[config.mk]
export PLATFORM = sky130hd
export DESIGN_NAME = binomial_coefficient_unit
export DESIGN_NICKNAME = d
export VERILOG_FILES = /design/src/rtl/bcu_pkg.sv /design/src/rtl/bcu_datapath.sv /design/src/rtl/bcu_seq.sv /design/src/rtl/binomial_coefficient_unit.sv
export SDC_FILE = /design/constraint.sdc
export NUM_CORES = 1
export LEC_CHECK = 0
export BUFFER_PORTS_ARGS = -buffer_cell sky130_fd_sc_hd__buf_4
export CAP_MARGIN = 20
export CORE_MARGIN = 2
export CORE_UTILIZATION = 32
export CTS_BUF_LIST = sky130_fd_sc_hd__clkbuf_8
export DETAILED_ROUTE_END_ITERATION = 7
export GPL_TIMING_DRIVEN = 0
export HOLD_SLACK_MARGIN = 0.15
export PLACE_DENSITY = 0.46
export SKIP_LAST_GASP = 1
export SYNTH_ARGS = -nofsm -noshare
export SYNTH_HDL_FRONTEND = slang
export SYNTH_SLANG_ARGS = --single-unit
[constraint.sdc]
create_clock -name clock -period 18.4 [get_ports clock]
set_input_delay 1.84 -clock clock [delete_from_list [all_inputs] [get_ports clock]]
set_output_delay 1.84 -clock clock [all_outputs]
set_load 0.01 [all_outputs]
[src/rtl/bcu_pkg.sv]
`default_nettype none

package bcu_pkg;

   // Field and datapath widths
   localparam int IdxW  = 7;    // n and k
   localparam int CoefW = 63;   // saturating result
   localparam int ProdW = 70;   // running value times the next factor
   localparam int CntW  = 7;    // bit counter, counts up to ProdW - 1
   localparam int RemW  = 7;    // remainder of the division by i

   localparam int MaxNDefault = 127;

   localparam logic [CntW-1:0] MulLast = CntW'(IdxW - 1);
   localparam logic [CntW-1:0] DivLast = CntW'(ProdW - 1);

   typedef enum logic [2:0] {
      ST_IDLE,
      ST_EVAL,
      ST_MUL,
      ST_DIV,
      ST_CHECK,
      ST_DONE
   } seq_state_type;

   typedef enum logic [2:0] {
      OP_HOLD,
      OP_INIT_ZERO,
      OP_INIT_ONE,
      OP_MUL_STEP,
      OP_DIV_STEP,
      OP_COMMIT,
      OP_SATURATE
   } dp_op_type;

   typedef struct packed {
      dp_op_type        op;
      logic             mul_bit;
      logic [IdxW-1:0]  divisor;
   } dp_ctrl_type;

endpackage

`default_nettype wire

[src/rtl/bcu_datapath.sv]
`default_nettype none

// Shared shift/add-subtract unit: one ProdW-bit adder serves the serial
// multiply (add) and the restoring division (subtract and compare).
module bcu_datapath (
   input  wire logic                       clock,
   input  wire bcu_pkg::dp_ctrl_type       ctrl,
   output logic [bcu_pkg::CoefW-1:0]       acc,
   output logic                            too_big
);
   import bcu_pkg::*;

   logic [CoefW-1:0] acc_ff, acc_in;
   logic [ProdW-1:0] prod_ff, prod_in;
   logic [RemW-1:0]  rem_ff, rem_in;

   logic [ProdW-1:0] op_a, op_b;
   logic             sub;
   logic [ProdW:0]   sum;
   logic [RemW:0]    rem_sh;
   logic             q_bit;

   assign rem_sh = {rem_ff, prod_ff[ProdW-1]};

   // operand select for the shared adder
   always_comb begin
      op_a = {prod_ff[ProdW-2:0], 1'b0};
      op_b = '0;
      sub  = 1'b0;
      case (ctrl.op)
         OP_MUL_STEP: begin
            op_a = {prod_ff[ProdW-2:0], 1'b0};
            op_b = ctrl.mul_bit ? ProdW'(acc_ff) : '0;
            sub  = 1'b0;
         end
         OP_DIV_STEP: begin
            op_a = ProdW'(rem_sh);
            op_b = ProdW'(ctrl.divisor);
            sub  = 1'b1;
         end
         default: begin
            op_a = {prod_ff[ProdW-2:0], 1'b0};
            op_b = '0;
            sub  = 1'b0;
         end
      endcase
   end

   assign sum   = {1'b0, op_a} + {1'b0, (sub ? ~op_b : op_b)} + (ProdW+1)'(sub);
   assign q_bit = sum[ProdW];   // no borrow: shifted remainder >= divisor

   always_comb begin
      acc_in  = acc_ff;
      prod_in = prod_ff;
      rem_in  = rem_ff;
      case (ctrl.op)
         OP_HOLD: begin
         end
         OP_INIT_ZERO: begin
            acc_in  = '0;
            prod_in = '0;
            rem_in  = '0;
         end
         OP_INIT_ONE: begin
            acc_in  = CoefW'(1);
            prod_in = '0;
            rem_in  = '0;
         end
         OP_MUL_STEP: begin
            prod_in = sum[ProdW-1:0];
         end
         OP_DIV_STEP: begin
            prod_in = {prod_ff[ProdW-2:0], q_bit};
            rem_in  = q_bit ? sum[RemW-1:0] : rem_sh[RemW-1:0];
         end
         OP_COMMIT: begin
            acc_in  = prod_ff[CoefW-1:0];
            prod_in = '0;
            rem_in  = '0;
         end
         OP_SATURATE: begin
            acc_in  = '1;
            prod_in = '0;
            rem_in  = '0;
         end
         default: begin
         end
      endcase
   end

   always_ff @(posedge clock) begin
      acc_ff  <= acc_in;
      prod_ff <= prod_in;
      rem_ff  <= rem_in;
   end

   assign acc     = acc_ff;
   assign too_big = |prod_ff[ProdW-1:CoefW];

endmodule

`default_nettype wire

[src/rtl/bcu_seq.sv]
`default_nettype none

module bcu_seq #(
   parameter int MAX_N = bcu_pkg::MaxNDefault
) (
   input  wire logic                      clock,
   input  wire logic                      reset,
   input  wire logic                      start,
   input  wire logic [bcu_pkg::IdxW-1:0]  n_value,
   input  wire logic [bcu_pkg::IdxW-1:0]  k_value,
   input  wire logic                      too_big,
   output bcu_pkg::dp_ctrl_type           ctrl,
   output logic                           busy,
   output logic                           done,
   output logic                           overflow
);
   import bcu_pkg::*;

   localparam logic [IdxW-1:0] MaxN = IdxW'(MAX_N);

   seq_state_type   state_ff, state_in;
   logic [IdxW-1:0] n_ff, n_in;
   logic [IdxW-1:0] k_ff, k_in;
   logic [IdxW-1:0] i_ff, i_in;
   logic [CntW-1:0] cnt_ff, cnt_in;
   logic            ovf_ff, ovf_in;

   logic            out_of_range;
   logic [IdxW-1:0] n_minus_k;
   logic [IdxW-1:0] k_red;
   logic [IdxW-1:0] factor;
   logic [2:0]      bit_idx;

   assign out_of_range = (n_ff > MaxN) || (k_ff > n_ff);
   assign n_minus_k    = n_ff - k_ff;
   assign k_red        = (k_ff > n_minus_k) ? n_minus_k : k_ff;
   assign factor       = n_ff - k_ff + i_ff;      // k_ff already reduced here
   assign bit_idx      = 3'(IdxW - 1) - cnt_ff[2:0];

   // next state
   always_comb begin
      state_in = state_ff;
      case (state_ff)
         ST_IDLE:  if (start) state_in = ST_EVAL;
         ST_EVAL: begin
            if (out_of_range || k_red == '0) state_in = ST_DONE;
            else state_in = ST_MUL;
         end
         ST_MUL:   if (cnt_ff == MulLast) state_in = ST_DIV;
         ST_DIV:   if (cnt_ff == DivLast) state_in = ST_CHECK;
         ST_CHECK: begin
            if (too_big || i_ff == k_ff) state_in = ST_DONE;
            else state_in = ST_MUL;
         end
         ST_DONE:  state_in = ST_IDLE;
         default:  state_in = ST_IDLE;
      endcase
   end

   // datapath control and handshake outputs
   always_comb begin
      ctrl.op      = OP_HOLD;
      ctrl.mul_bit = factor[bit_idx];
      ctrl.divisor = i_ff;
      busy         = 1'b1;
      done         = 1'b0;
      case (state_ff)
         ST_IDLE:  busy = 1'b0;
         ST_EVAL:  ctrl.op = out_of_range ? OP_INIT_ZERO : OP_INIT_ONE;
         ST_MUL:   ctrl.op = OP_MUL_STEP;
         ST_DIV:   ctrl.op = OP_DIV_STEP;
         ST_CHECK: ctrl.op = too_big ? OP_SATURATE : OP_COMMIT;
         ST_DONE:  done = 1'b1;
         default:  busy = 1'b1;
      endcase
   end

   // counters and operand registers
   always_comb begin
      n_in   = n_ff;
      k_in   = k_ff;
      i_in   = i_ff;
      cnt_in = cnt_ff;
      ovf_in = ovf_ff;
      case (state_ff)
         ST_IDLE: begin
            if (start) begin
               n_in = n_value;
               k_in = k_value;
            end
         end
         ST_EVAL: begin
            k_in   = k_red;
            i_in   = IdxW'(1);
            cnt_in = '0;
            ovf_in = 1'b0;
         end
         ST_MUL: begin
            cnt_in = (cnt_ff == MulLast) ? '0 : cnt_ff + 1'b1;
         end
         ST_DIV: begin
            cnt_in = (cnt_ff == DivLast) ? '0 : cnt_ff + 1'b1;
         end
         ST_CHECK: begin
            ovf_in = too_big;
            i_in   = i_ff + 1'b1;
         end
         default: begin
         end
      endcase
   end

   always_ff @(posedge clock) begin
      if (reset) begin
         state_ff <= ST_IDLE;
         cnt_ff   <= '0;
         ovf_ff   <= 1'b0;
      end else begin
         state_ff <= state_in;
         cnt_ff   <= cnt_in;
         ovf_ff   <= ovf_in;
      end
   end

   always_ff @(posedge clock) begin
      n_ff <= n_in;
      k_ff <= k_in;
      i_ff <= i_in;
   end

   assign overflow = ovf_ff;

endmodule

`default_nettype wire

[src/rtl/binomial_coefficient_unit.sv]
// Binomial coefficient unit: pulse start with n and k while busy is low and
// the transaction is taken at that edge; busy then stays high until the
// result has been shown. The result appears on rsp_coefficient and
// rsp_overflow for exactly one cycle with rsp_valid high, and the receiver
// cannot stall it, so it must capture the result in that cycle. A
// transaction whose k is above n (or whose n is above MAX_N) returns 0, one
// whose reduced k' = min(k, n-k) is zero returns 1; for both the evaluate
// state leads straight to the strobe. Otherwise the running value
// C(n-k'+i, i) is built for i = 1..k' on one shared 70-bit adder: a serial
// shift-add multiply by n-k'+i, a serial restoring division by i and a
// commit make up each step. After the strobe the block returns to idle,
// where the next transaction can be taken. When a step's value passes
// 2^63-1 the loop stops early and the result is 2^63-1 with rsp_overflow
// set; since C(67,33) already passes that ceiling, no transaction runs
// more than 33 steps.
`default_nettype none

module binomial_coefficient_unit #(
   parameter int MAX_N = bcu_pkg::MaxNDefault
) (
   input  wire logic                       clock,
   input  wire logic                       reset,
   input  wire logic                       start,
   output logic                            busy,
   input  wire logic [bcu_pkg::IdxW-1:0]   req_n_value,
   input  wire logic [bcu_pkg::IdxW-1:0]   req_k_value,
   output logic                            rsp_valid,
   output logic [bcu_pkg::CoefW-1:0]       rsp_coefficient,
   output logic                            rsp_overflow
);
   import bcu_pkg::*;

   dp_ctrl_type      ctrl;
   logic             too_big;
   logic [CoefW-1:0] acc;

   // sequencer: holds n, k, the step index i and the bit counter
   bcu_seq #(
      .MAX_N (MAX_N)
   ) u_seq (
      .clock    (clock),
      .reset    (reset),
      .start    (start),
      .n_value  (req_n_value),
      .k_value  (req_k_value),
      .too_big  (too_big),
      .ctrl     (ctrl),
      .busy     (busy),
      .done     (rsp_valid),
      .overflow (rsp_overflow)
   );

   // shared arithmetic: running value, product/quotient and remainder
   bcu_datapath u_datapath (
      .clock   (clock),
      .ctrl    (ctrl),
      .acc     (acc),
      .too_big (too_big)
   );

   // the running value register holds the result during the strobe cycle
   assign rsp_coefficient = acc;

endmodule

`default_nettype wire

==> key figures <==
Run status
  • Status: finished clean

Die
  • I/O pin count: 83
  • Chip width: 207 µm
  • Initial Utilization: 32.3%
  • # rows: 74
  • Die ar.: 42,800 µm²
  • Die Ht: 207 µm
  • CORE AREA: 40,700 µm²

Drt
  • Avg Vias per Cell: 5.34
  • Final WL: 44,800 µm
  • DRT iter0 DRCs: 1,026
  • DR vias: 11,445
  • Wire length per cell: 20.9 µm
  • Drt drc: 0
  • Post-DRT Antenna Nets: 0
  • Drt pass-1 iters: 5

Worst setup path
  • Req. time, crit path: 18.66 ns
  • Worst-path maximum fanout: 10
  • Cells on worst reg2reg path: 27
  • Worst path arrival time: 8.11 ns
  • Reg2Reg Launch Point: u_seq.k_ff[1]$_DFFE_PP_
  • Critical path type: flip-flop to flip-flop
  • Crit path from: u_seq.k_ff[1]$_DFFE_PP_
  • Worst Setup Start Kind: flip-flop
  • Setup crit end kind: flip-flop

CTS
  • Setup Buffers After CTS: 0
  • Max clock buf depth: 2
  • Clock-pin slew on the worst setup and hold paths: 0.13 ns
  • CTS Buf Count: 17
  • CTS sink cnt: 172
  • H-tree levels: 4
  • Clock Tree Root: clkbuf_8
  • Post-CTS Resized: 0
  • Hold_buf cts: 0
  • Clock Latency Late Sink: 0.53 ns
  • CTS tree: built

Global route
  • Initial antenna violation count: 0
  • GRT Overall Usage: 21.3%
  • Vias in the first global route: 11,226
  • Largest net degree at the start of global routing: 48
  • Gr ovfl total: 0
  • First-pass GRT wire length: 68,200 µm

Timing
  • Final Max Slew Viols: 0
  • Minimum clock period: 7.85 ns
  • Slew HR: 22.9%
  • Unrepaired setup endpoints after global routing: no
  • Clock skew: 0.0281 ns
  • Highest Clock Rate: 127 MHz
  • Final setup fails: 0
  • Total negative slack: 0 ns
  • Final worst-path cycle share: 42.6%
  • Final hold violation count: 0
  • Least-Margin Pin Slew: 1.16 ns

Final layout
  • Final core occ: 36.7%
  • Final net count: 1,709
  • Fin cells: 2,144
  • Layout cells sized above 1: 9.74%
  • Post-route cell area: 15,000 µm²
  • # fillers: 4,256
  • Ant diodes: 0
  • P&R area growth vs syn: 13.7%

Synthesis
  • Ys Warns: 0
  • Syn avg cell area: 8.83 µm²
  • Library cells used by synthesis: 78
  • Synthesized net count: 1,601
  • Synth Register Bits: 172
  • Ys flop type: edfxtp_1
  • Post-synthesis cell count: 1,491
  • Mapped cell area: 13,200 µm²
  • Ys async rst share: 0%
  • Post-synthesis sequential area ratio: 38.4%
  • Number of synthesized flops with an enable pin: 161

Flow run
  • # Max-Cap Violations: 0

Placed design
  • Routability congestion estimate: 0.881
  • DP Area: 14,600 µm²
  • # placed instances: 2,111
  • Post-DP HPWL: 33,100 µm
  • PortBufs: 82

Min path
  • Cells on Worst Hold Path: 2
  • Hold Path Class: flip-flop to flip-flop
  • Hold path start: u_seq.overflow$_SDFFE_PP0P_
cell usage after synthesis (9+ instances only):
master	count	share of area (%)
xnor2_1	42	2.8
and3_1	18	0.86
nor2_1	65	1.9
a31oi_1	16	0.76
a21oi_1	100	3.8
a21o_1	106	6.0
inv_1	60	1.7
a211oi_1	10	0.57
nor2b_1	76	3.6
dfxtp_1	11	1.7
nand2b_1	19	0.90
nand4_1	22	1.0
o21bai_1	20	1.1
nor4_1	10	0.48
o21a_1	13	0.74
ha_1	90	8.6
clkbuf_1	80	2.3
edfxtp_1	161	37
nand2_1	250	7.1
o21ai_0	109	4.1
nand3_1	24	0.91
nor3_1	14	0.53
xor2_1	33	2.2
o211ai_1	9	0.51
cells by family (layout without fill, tap and decap cells):
kind of cell    after synthesis  after routing  share of synthesized area, %
fa+ha+maj                    93             93                          9.01
xor+xnor                     75             75                          4.99
mux                          11             11                         0.932
buf+inv                     149            270                          4.42
compound gates              453            453                          22.6
simple gates                538            538                          19.6
flops                       172            172                          38.4
cells in the final DEF (no fill, tap or decap), drive strengths merged, types with 12 or more instances in the layout:
cell and count:
a31oi 17, and3 19, a211oi 12, a21o 106, o21a 13, xor2 33
edfxtp 161, clkbuf 98, nand4 22, nand2b 19, nor2 65, o21ai 120
buf 97, nor2b 76, inv 69, xnor2 42, nor3 14, a21oi 102
nand2 251, ha 90, o21bai 20, nand3 24
flip-flops by register name, indices dropped and copies added, names as in the netlist:
register,flops
u_datapath.acc,63
u_datapath.rem_ff,7
u_seq.n_ff,7
u_seq.state_ff,3
u_seq.i_ff,7
u_seq.overflow,1
u_seq.cnt_ff,7
u_seq.k_ff,7
u_datapath.prod_ff,70
through the flow:
stage	setup WS, ns	hold slack [ns]
6_report	10.55	0.523
5_1_grt	9.97	0.546
4_1_cts	10.57	0.514
3_5_place_dp	10.65	0.498
3_3_place_gp	8.93	0.497
2_1_floorplan	12.27	0.471
worst max-delay path, stage by stage, from the launching register on:
cell      delay, ns
edfxtp_1       0.48
inv_1          0.17
ha_1           0.24
nor2b_1        0.12
o21ai_0        0.20
a21oi_1        0.12
o21ai_0        0.26
a21oi_1        0.14
o21ai_0        0.22
nand2b_1       0.11
a21oi_1        0.20
o21a_1         0.23
ha_4           0.16
a21boi_4       0.39
clkbuf_1       0.67
buf_1          0.59
o21ai_0        0.25
fa_1           0.43
nor2b_1        0.23
o31a_1         0.34
o211ai_1       0.12
nand2_1        0.21
a211oi_2       0.12
nor4_2         0.51
o21ai_2        0.18
o21ai_4        0.35
nand2_4        0.19
mux2_4         0.34
final cells by class:
type / instances / area [µm²] / share of cell area [%]
tap: 532 / 666 / 4.45
sequential: 172 / 5050 / 33.8
clock inverter: 15 / 148 / 0.987
clock buffer: 17 / 234 / 1.56
timing repair buffer: 89 / 731 / 4.89
multi-input combinational: 1170 / 7540 / 50.4
inverter: 60 / 225 / 1.51
buffer: 89 / 357 / 2.38
path summary, 6_finish.rpt:
check	slack, ns	to
worst min register to register	0.52	u_seq.overflow$_SDFFE_PP0P_
worst max register to register	10.55	u_datapath.rem_ff[1]$_SDFFCE_PP0N_
worst max-delay path	10.55	u_datapath.rem_ff[1]$_SDFFCE_PP0N_
worst min-delay path	0.52	u_seq.overflow$_SDFFE_PP0P_
per-layer routing:
| metal | track usage (%) | part of all wire, % |
|---|---|---|
| met3 | 3.25 | 4.3 |
| met2 | 32.9 | 44 |
| met1 | 30.8 | 49 |
| met5 | 0 | 0 |
| met4 | 6.13 | 2.3 |
Power is not shown: default switching activity piles up to over one toggle a cycle in this logic, so the estimate is an artifact.
